--- src/design/tgd_pkg.sv ---
package tgd_pkg;

    localparam int TICK_COUNT_WIDTH = 8;
    localparam int CFG_WIDTH        = 8;
    localparam int CFG_INDEX_WIDTH  = 2;

    localparam logic [CFG_INDEX_WIDTH-1:0] CFG_LONG_PRESS   = 2'd0;
    localparam logic [CFG_INDEX_WIDTH-1:0] CFG_SHORT_PRESS  = 2'd1;
    localparam logic [CFG_INDEX_WIDTH-1:0] CFG_SECOND_LONG  = 2'd2;

    localparam logic [CFG_WIDTH-1:0] LONG_PRESS_RESET  = 8'd80;
    localparam logic [CFG_WIDTH-1:0] SHORT_PRESS_RESET = 8'd30;
    localparam logic [CFG_WIDTH-1:0] SECOND_LONG_RESET = 8'd100;

    typedef enum logic [2:0] {
        PH_IDLE,
        PH_PRESSED,
        PH_WAIT_RELEASE,
        PH_RELEASED_SHORT,
        PH_SECOND_PRESS
    } phase_t;

    typedef struct packed {
        logic [CFG_WIDTH-1:0] long_press_ticks;
        logic [CFG_WIDTH-1:0] short_press_ticks;
        logic [CFG_WIDTH-1:0] second_long_ticks;
    } cfg_t;

    typedef struct packed {
        logic click;
        logic long_press;
        logic click_long;
        logic combo_a;
        logic combo_b;
    } btn_event_t;

    typedef struct packed {
        logic power_pressed;
        logic up_pressed;
        logic down_pressed;
    } in_item_t;

    typedef struct packed {
        logic power_click;
        logic power_long;
        logic power_click_long;
        logic up_tap;
        logic up_long;
        logic up_tap_long;
        logic down_tap;
        logic down_long;
        logic down_tap_long;
        logic up_down_long;
        logic power_up_long;
        logic power_down_long;
    } out_item_t;

endpackage

--- src/design/three_button_gesture_decoder.sv ---
// Gesture decoder for a power, an up and a down button.
// Input channel: one item per timer tick, carrying the pressed level of each
// button (in_valid / in_stall / in_data). Output channel: one item per input
// item, twelve one-tick pulse flags for click, long press, click-then-long
// and the three two-button combos (out_valid / out_stall / out_data).
// An item accepted at one edge shows its result after that edge. Without
// a stall, throughput is one item per cycle; the three per-button phase
// machines are evaluated in a single combinational pass (power, up, down,
// each seeing the phase changes of the ones before it) into the state
// registers and the result register.
// While the receiver stalls a valid result, the register holds and in_stall is
// raised, so the next item waits; a result taken in the same cycle frees
// the register for a new item at once.
// Reset puts all buttons in idle with zero counts, clears the result valid
// flag and loads thresholds 80 (long), 30 (short), 100 (second long).
// Thresholds are written via cfg_write / cfg_index / cfg_data; the user must
// do so only while idle, which is not enforced; indexes above 2 are ignored.
module three_button_gesture_decoder (
    input  logic                                   clk,
    input  logic                                   rst_n,
    input  logic                                   in_valid,
    output logic                                   in_stall,
    input  tgd_pkg::in_item_t                      in_data,
    output logic                                   out_valid,
    input  logic                                   out_stall,
    output tgd_pkg::out_item_t                     out_data,
    input  logic                                   cfg_write,
    input  logic [tgd_pkg::CFG_INDEX_WIDTH-1:0]    cfg_index,
    input  logic [tgd_pkg::CFG_WIDTH-1:0]          cfg_data
);
    import tgd_pkg::*;

    localparam int TW = TICK_COUNT_WIDTH;

    cfg_t        cfg_reg;
    phase_t      power_phase_reg, up_phase_reg, down_phase_reg;
    logic [TW-1:0] power_ticks_reg, up_ticks_reg, down_ticks_reg;
    logic        out_valid_reg;
    out_item_t   out_data_reg;

    phase_t      power_phase_next, up_phase_next, down_phase_next;
    logic [TW-1:0] power_ticks_next, up_ticks_next, down_ticks_next;
    out_item_t   out_data_next;
    logic        out_valid_next;

    phase_t      p_step_phase, u_step_phase, d_step_phase;
    phase_t      u_after_p, d_after_p;
    phase_t      p_after_u, d_after_u;
    btn_event_t  power_evt, up_evt, down_evt;

    logic        in_accept;

    assign in_stall  = out_valid_reg && out_stall;
    assign in_accept = in_valid && !in_stall;
    assign out_valid = out_valid_reg;
    assign out_data  = out_data_reg;

    // power runs first against the current phases
    tgd_button u_power (
        .phase      (power_phase_reg),
        .ticks      (power_ticks_reg),
        .level      (in_data.power_pressed),
        .partner_a  (up_phase_reg),
        .partner_b  (down_phase_reg),
        .cfg        (cfg_reg),
        .phase_next (p_step_phase),
        .ticks_next (power_ticks_next),
        .evt        (power_evt)
    );

    assign u_after_p = power_evt.combo_a ? PH_WAIT_RELEASE : up_phase_reg;
    assign d_after_p = power_evt.combo_b ? PH_WAIT_RELEASE : down_phase_reg;

    tgd_button u_up (
        .phase      (u_after_p),
        .ticks      (up_ticks_reg),
        .level      (in_data.up_pressed),
        .partner_a  (d_after_p),
        .partner_b  (p_step_phase),
        .cfg        (cfg_reg),
        .phase_next (u_step_phase),
        .ticks_next (up_ticks_next),
        .evt        (up_evt)
    );

    assign d_after_u = up_evt.combo_a ? PH_WAIT_RELEASE : d_after_p;
    assign p_after_u = up_evt.combo_b ? PH_WAIT_RELEASE : p_step_phase;

    tgd_button u_down (
        .phase      (d_after_u),
        .ticks      (down_ticks_reg),
        .level      (in_data.down_pressed),
        .partner_a  (u_step_phase),
        .partner_b  (p_after_u),
        .cfg        (cfg_reg),
        .phase_next (d_step_phase),
        .ticks_next (down_ticks_next),
        .evt        (down_evt)
    );

    assign down_phase_next  = d_step_phase;
    assign up_phase_next    = down_evt.combo_a ? PH_WAIT_RELEASE : u_step_phase;
    assign power_phase_next = down_evt.combo_b ? PH_WAIT_RELEASE : p_after_u;

    always_comb
    begin
        out_data_next.power_click      = power_evt.click;
        out_data_next.power_long       = power_evt.long_press;
        out_data_next.power_click_long = power_evt.click_long;
        out_data_next.up_tap           = up_evt.click;
        out_data_next.up_long          = up_evt.long_press;
        out_data_next.up_tap_long      = up_evt.click_long;
        out_data_next.down_tap         = down_evt.click;
        out_data_next.down_long        = down_evt.long_press;
        out_data_next.down_tap_long    = down_evt.click_long;
        out_data_next.up_down_long     = up_evt.combo_a | down_evt.combo_a;
        out_data_next.power_up_long    = power_evt.combo_a | up_evt.combo_b;
        out_data_next.power_down_long  = power_evt.combo_b | down_evt.combo_b;
    end

    always_comb
    begin
        out_valid_next = out_valid_reg;
        if (in_accept)
            out_valid_next = 1'b1;
        else if (!out_stall)
            out_valid_next = 1'b0;
    end

    always_ff @(posedge clk or negedge rst_n)
    begin
        if (!rst_n)
        begin
            cfg_reg.long_press_ticks  <= LONG_PRESS_RESET;
            cfg_reg.short_press_ticks <= SHORT_PRESS_RESET;
            cfg_reg.second_long_ticks <= SECOND_LONG_RESET;
        end
        else if (cfg_write)
        begin
            case (cfg_index)
                CFG_LONG_PRESS:  cfg_reg.long_press_ticks  <= cfg_data;
                CFG_SHORT_PRESS: cfg_reg.short_press_ticks <= cfg_data;
                CFG_SECOND_LONG: cfg_reg.second_long_ticks <= cfg_data;
                default:         ;
            endcase
        end
    end

    always_ff @(posedge clk or negedge rst_n)
    begin
        if (!rst_n)
        begin
            power_phase_reg <= PH_IDLE;
            up_phase_reg    <= PH_IDLE;
            down_phase_reg  <= PH_IDLE;
            power_ticks_reg <= '0;
            up_ticks_reg    <= '0;
            down_ticks_reg  <= '0;
            out_valid_reg   <= 1'b0;
        end
        else
        begin
            out_valid_reg <= out_valid_next;
            if (in_accept)
            begin
                power_phase_reg <= power_phase_next;
                up_phase_reg    <= up_phase_next;
                down_phase_reg  <= down_phase_next;
                power_ticks_reg <= power_ticks_next;
                up_ticks_reg    <= up_ticks_next;
                down_ticks_reg  <= down_ticks_next;
            end
        end
    end

    always_ff @(posedge clk)
    begin
        if (in_accept)
            out_data_reg <= out_data_next;
    end

`ifndef SYNTHESIS
    a_result_follows_item: assert property (@(posedge clk) disable iff (!rst_n)
        in_accept |=> out_valid_reg)
        else $error("accepted item produced no result");

    a_state_holds_without_item: assert property (@(posedge clk) disable iff (!rst_n)
        !in_accept |=> ($stable(power_phase_reg) && $stable(up_phase_reg)
                        && $stable(down_phase_reg) && $stable(power_ticks_reg)
                        && $stable(up_ticks_reg) && $stable(down_ticks_reg)))
        else $error("button state moved without an item");

    a_power_single_event: assert property (@(posedge clk) disable iff (!rst_n)
        out_valid_reg |-> $onehot0({out_data_reg.power_click, out_data_reg.power_long,
                                    out_data_reg.power_click_long}))
        else $error("power button raised more than one gesture");

    a_idle_release_keeps_count: assert property (@(posedge clk) disable iff (!rst_n)
        (in_accept && power_phase_reg == PH_IDLE && !in_data.power_pressed)
        |=> ($stable(power_ticks_reg) && power_phase_reg == PH_IDLE))
        else $error("idle power button changed without a press");
`endif

endmodule

--- src/design/tgd_button.sv ---
module tgd_button (
    input  tgd_pkg::phase_t                            phase,
    input  logic [tgd_pkg::TICK_COUNT_WIDTH-1:0]       ticks,
    input  logic                                       level,
    input  tgd_pkg::phase_t                            partner_a,
    input  tgd_pkg::phase_t                            partner_b,
    input  tgd_pkg::cfg_t                              cfg,
    output tgd_pkg::phase_t                            phase_next,
    output logic [tgd_pkg::TICK_COUNT_WIDTH-1:0]       ticks_next,
    output tgd_pkg::btn_event_t                        evt
);
    import tgd_pkg::*;

    localparam int TW    = TICK_COUNT_WIDTH;
    localparam int CMP_W = (TW > CFG_WIDTH) ? TW : CFG_WIDTH;

    logic [TW-1:0]    ticks_inc;
    logic [CMP_W-1:0] ticks_cmp;
    logic [CMP_W-1:0] long_cmp;
    logic [CMP_W-1:0] short_cmp;
    logic [CMP_W-1:0] second_cmp;

    // saturating count, never wraps
    assign ticks_inc  = (ticks == {TW{1'b1}}) ? ticks : ticks + 1'b1;
    assign ticks_cmp  = CMP_W'(ticks_inc);
    assign long_cmp   = CMP_W'(cfg.long_press_ticks);
    assign short_cmp  = CMP_W'(cfg.short_press_ticks);
    assign second_cmp = CMP_W'(cfg.second_long_ticks);

    always_comb
    begin
        phase_next = phase;
        ticks_next = ticks;
        evt        = '0;
        case (phase)
            PH_IDLE:
            begin
                if (level)
                begin
                    ticks_next = '0;
                    phase_next = PH_PRESSED;
                end
            end
            PH_PRESSED:
            begin
                ticks_next = ticks_inc;
                if (ticks_cmp > long_cmp)
                begin
                    // a partner still in its pressed phase turns this into a combo
                    if (partner_a == PH_PRESSED)
                        evt.combo_a = 1'b1;
                    else if (partner_b == PH_PRESSED)
                        evt.combo_b = 1'b1;
                    else
                        evt.long_press = 1'b1;
                    phase_next = PH_WAIT_RELEASE;
                end
                else if (!level)
                begin
                    if (ticks_cmp < short_cmp)
                    begin
                        ticks_next = '0;
                        phase_next = PH_RELEASED_SHORT;
                    end
                    else
                    begin
                        evt.click  = 1'b1;
                        phase_next = PH_IDLE;
                    end
                end
            end
            PH_WAIT_RELEASE:
            begin
                if (!level)
                    phase_next = PH_IDLE;
            end
            PH_RELEASED_SHORT:
            begin
                ticks_next = ticks_inc;
                if (level)
                begin
                    ticks_next = '0;
                    phase_next = PH_SECOND_PRESS;
                end
                else if (ticks_cmp > short_cmp)
                begin
                    evt.click  = 1'b1;
                    phase_next = PH_IDLE;
                end
            end
            PH_SECOND_PRESS:
            begin
                ticks_next = ticks_inc;
                if (ticks_cmp > second_cmp)
                begin
                    evt.click_long = 1'b1;
                    phase_next     = PH_WAIT_RELEASE;
                end
                else if (!level)
                begin
                    evt.click  = 1'b1;
                    phase_next = PH_IDLE;
                end
            end
            default:
            begin
                phase_next = PH_IDLE;
            end
        endcase
    end

endmodule

--- config.mk ---
export PLATFORM = sky130hd
export DESIGN_NAME = three_button_gesture_decoder
export DESIGN_NICKNAME = d
export VERILOG_FILES = /design/src/design/tgd_pkg.sv /design/src/design/three_button_gesture_decoder.sv /design/src/design/tgd_button.sv
export SDC_FILE = /design/constraint.sdc
export NUM_CORES = 1
export LEC_CHECK = 0
export ABC_AREA = 1
export BUFFER_PORTS_ARGS = -buffer_cell sky130_fd_sc_hd__buf_2
export CORE_MARGIN = 2
export CORE_UTILIZATION = 50
export CTS_CLUSTER_SIZE = 20
export DETAILED_ROUTE_END_ITERATION = 10
export HOLD_SLACK_MARGIN = 0.06
export PLACE_DENSITY_LB_ADDON = 0.05
export SETUP_SLACK_MARGIN = 0.5
export SYNTH_ARGS = -nofsm -noshare
export SYNTH_HDL_FRONTEND = slang
export SYNTH_HIERARCHICAL = 1
export SYNTH_SLANG_ARGS = --single-unit
--- constraint.sdc ---
create_clock -name clk -period 11 [get_ports clk]
set_input_delay 1.65 -clock clk [delete_from_list [all_inputs] [get_ports clk]]
set_output_delay 1.65 -clock clk [all_outputs]
set_load 0.1 [all_outputs]
==> impl_metrics.json <==
{
  "core_footprint_mm2": 0.0120,
  "post_dp_cell_area_mm2": 0.00637,
  "grt.total_usage_pct": 25.4,
  "timing.critical_path.required_ns": 11.28,
  "tritoncts_clock_tree": "yes",
  "postCtsSetupRepairBufs": 0,
  "worstReg2RegEnd": "down_ticks_reg[2]$_DFFE_PN0P_",
  "synth_ff_type": "dfrtp_1",
  "largest_register_ff_count": 24,
  "vias_per_cell": 5.16,
  "top_post_synthesis_cells_by_count": "nand2_1 (339), inv_1 (147), ha_1 (75)",
  "post_synth_num_cell_types": 33,
  "ys_top_cells_by_area": "nand2_1 (21%), dfrtp_1 (20%), ha_1 (15%), inv_1 (9.0%), edfxtp_1 (5.9%)",
  "grt_start_max_net_pins": 59,
  "timing.max_cap.violations": 0,
  "power_per_cell_area_mw_per_mm2": 177,
  "synthToLayoutAreaGrowth_pct": 9.22,
  "total_leakage_power_nw": 4.04,
  "finish.instance_area_mm2": 0.00667,
  "crit_path_start_kind": "register",
  "die_width_um": 115,
  "status": "finished clean",
  "fin_worst_skew_ns": 0.0113,
  "setup.worst_path.end_class": "register",
  "setup.reg_to_reg.worst_slack_ns": 6.16,
  "worst_path_most_repeated_cell": "nand2_1",
  "worstHoldPathCells": 2,
  "worst-setup-path-type": "register to register",
  "avgSynthCellArea_um2": 6.91,
  "yosys_warnings": 6,
  "ir_drop_mv": 0.0940,
  "synth.net_count": 977,
  "worst_min_delay_path_category": "register to register",
  "dp_hpwl_um": 11800,
  "first_global_vias": 5279,
  "antenna_cells": 0,
  "boundaryPins": 32,
  "worst_r2r_path_depth": 31,
  "data_arrival_time_at_the_worst_slack_endpoint_ns": 5.13,
  "asyncSetResetFlopFracSynth_pct": 82.9,
  "layout_cell_share_with_drive_strength_beyond_1_pct": 10.2,
  "netlist_area_mm2": 0.00611,
  "first_element_of_the_critical_path": "power_ticks_reg[0]$_DFFE_PN0P_",
  "cts.htree.levels": 3,
  "clock_tree.buffer_depth": 2,
  "gpl.final_weighted_congestion": 0.887,
  "clk-insertion-delay-late_ns": 0.35,
  "holdCritStartpoint": "down_phase_reg[1]$_DFFE_PN0P_",
  "drt_iter0_markers": 381,
  "worst_setup_hold_path_clk_slew_ns": 0.06,
  "globalRoute.totalOverflow": 0,
  "route.final.wire_length_um": 15700,
  "cts-hold-fix-buffers": 0,
  "timing.final.max_slew_violations": 0,
  "netlist_instances": 884,
  "hold_viol_final": 0,
  "timing_worst_slew_pin_value_ns": 0.773,
  "route.vias.total": 5516,
  "timing.final.setup_violations": 0,
  "drt_drc_violations_left": 0,
  "synth_largest_area_cell": "nand2_1",
  "filler_cells_inserted": 1180,
  "total_of_flip_flops_plus_latches_after_synthesis": 70,
  "finalNetCount": 1011,
  "worstSetupEndpoint": "down_ticks_reg[2]$_DFFE_PN0P_",
  "timing.final.crit_period_ns": 4.84,
  "antenna_violations_before_repair": 0,
  "routedWlPerCell_um": 14.7,
  "path_max_fanout": 9,
  "timing.max_slew.rel_slack_pct": 48.4,
  "slowest_stage": "dfrtp_1",
  "grt_pass1_wl_um": 25900,
  "std_cell_rows": 40,
  "drt_pre_antenna_iters": 5,
  "synth_most_common_cell": "nand2_1",
  "final.period_utilization_pct": 44.0,
  "achievable-frequency_mhz": 207,
  "ant_nets": 0,
  "clock-root-buffer": "clkbuf_16",
  "dieHeight_um": 115,
  "ctsResizeCount": 0,
  "reg2reg_start": "power_ticks_reg[0]$_DFFE_PN0P_",
  "numClockSinks": 70,
  "multi_input_area_mm2": 0.00364,
  "crit_path_max_incr_delay_ns": 0.42,
  "fin_tns_setup_ns": 0,
  "area.sequential_mm2": 0.00182,
  "initial_utilization_pct": 51.1,
  "buffer_ports.inserted": 31,
  "synth_top_cell_area_share_pct": 20.8,
  "design.die.area_mm2": 0.0131,
  "ys_seq_area_share_pct": 29.8,
  "synth_enable_flop_cells": 12,
  "cts_made_buffers": 9,
  "grt_setup_unrepaired": "no"
}
==> per-stage QoR <==
step	hold slack [ns]	setup WS [ns]	utilization, %	total power, W	cells
6_report	0.512	6.16	55.8	0.00118	1070
5_1_grt	0.540	5.65	55.8	0.00128	1070
4_1_cts	0.515	6.21	55.8	0.00118	1070
3_5_place_dp	0.499	6.24	53.3	0.000880	1054
3_3_place_gp	0.495	6.44	53.3	0.000862	1054
2_1_floorplan	0.458	6.99	-	0.000745	884
==> worst max-delay path: cells and delay by family (launching register included) <==
| family | cells | cell delay [ns] |
|---|---|---|
| simple gates | 24 | 3.07 |
| fa+ha+maj | 2 | 0.62 |
| buf+inv | 4 | 0.37 |
| flops | 1 | 0.42 |
| compound gates | 1 | 0.27 |
==> kinds of logic (layout without fill, tap and decap cells) <==
group,count (synthesis),after routing,synth area share [%]
AO/OA/AOI/OAI,63,63,6.43
XOR/XNOR,16,16,2.29
adder cells (fa/ha/maj),75,75,15.4
buffers and inverters,159,198,10.6
flip-flops,70,70,29.8
AND/OR/NAND/NOR,501,501,35.4
==> per-layer routing <==
| metal | wire [um] | track usage (%) |
|---|---|---|
| met5 | 0 | 0 |
| met4 | 235 | 6.83 |
| met3 | 597 | 5.08 |
| met2 | 7420 | 43.1 |
| met1 | 7460 | 33.1 |
==> area by class of cell <==
class / count / share of cell area (%)
sequential: 70 / 27.3
timing repair buffer: 33 / 2.55
multi-input combinational: 655 / 54.5
inverter: 149 / 8.38
tap: 147 / 2.76
clock buffer: 11 / 3.64
clock inverter: 5 / 0.844
==> how the worst min path moves through the flow <==
stage                                                to
after floorplan                 cfg_reg[20]$_DFFE_PN1P_
after global placement      up_phase_reg[1]$_DFFE_PN0P_
after detailed placement    up_phase_reg[1]$_DFFE_PN0P_
after CTS                 down_phase_reg[1]$_DFFE_PN0P_
after global routing            cfg_reg[12]$_DFFE_PN1P_
final                     down_phase_reg[1]$_DFFE_PN0P_
==> report_power, final <==
part	leakage [nW]	switching, W	internal, W
clock	0.150	0.000117	0.000182
combinational	3.02	0.000348	0.000172
sequential	0.864	0.0000539	0.000307
==> cell usage in the layout (no fill, tap or decap), types with 8 or more instances in the layout <==
master,count
a21oi_1,22
clkbuf_16,9
inv_1,147
o21ai_1,8
nand2_1,339
nand3_1,43
nor2_1,65
ha_1,75
dfstp_2,9
o21ai_2,11
o21ai_0,9
nand4_1,24
dfrtp_1,49
buf_2,31
xor2_1,13
edfxtp_1,12
(Power assumes the default switching activity.)
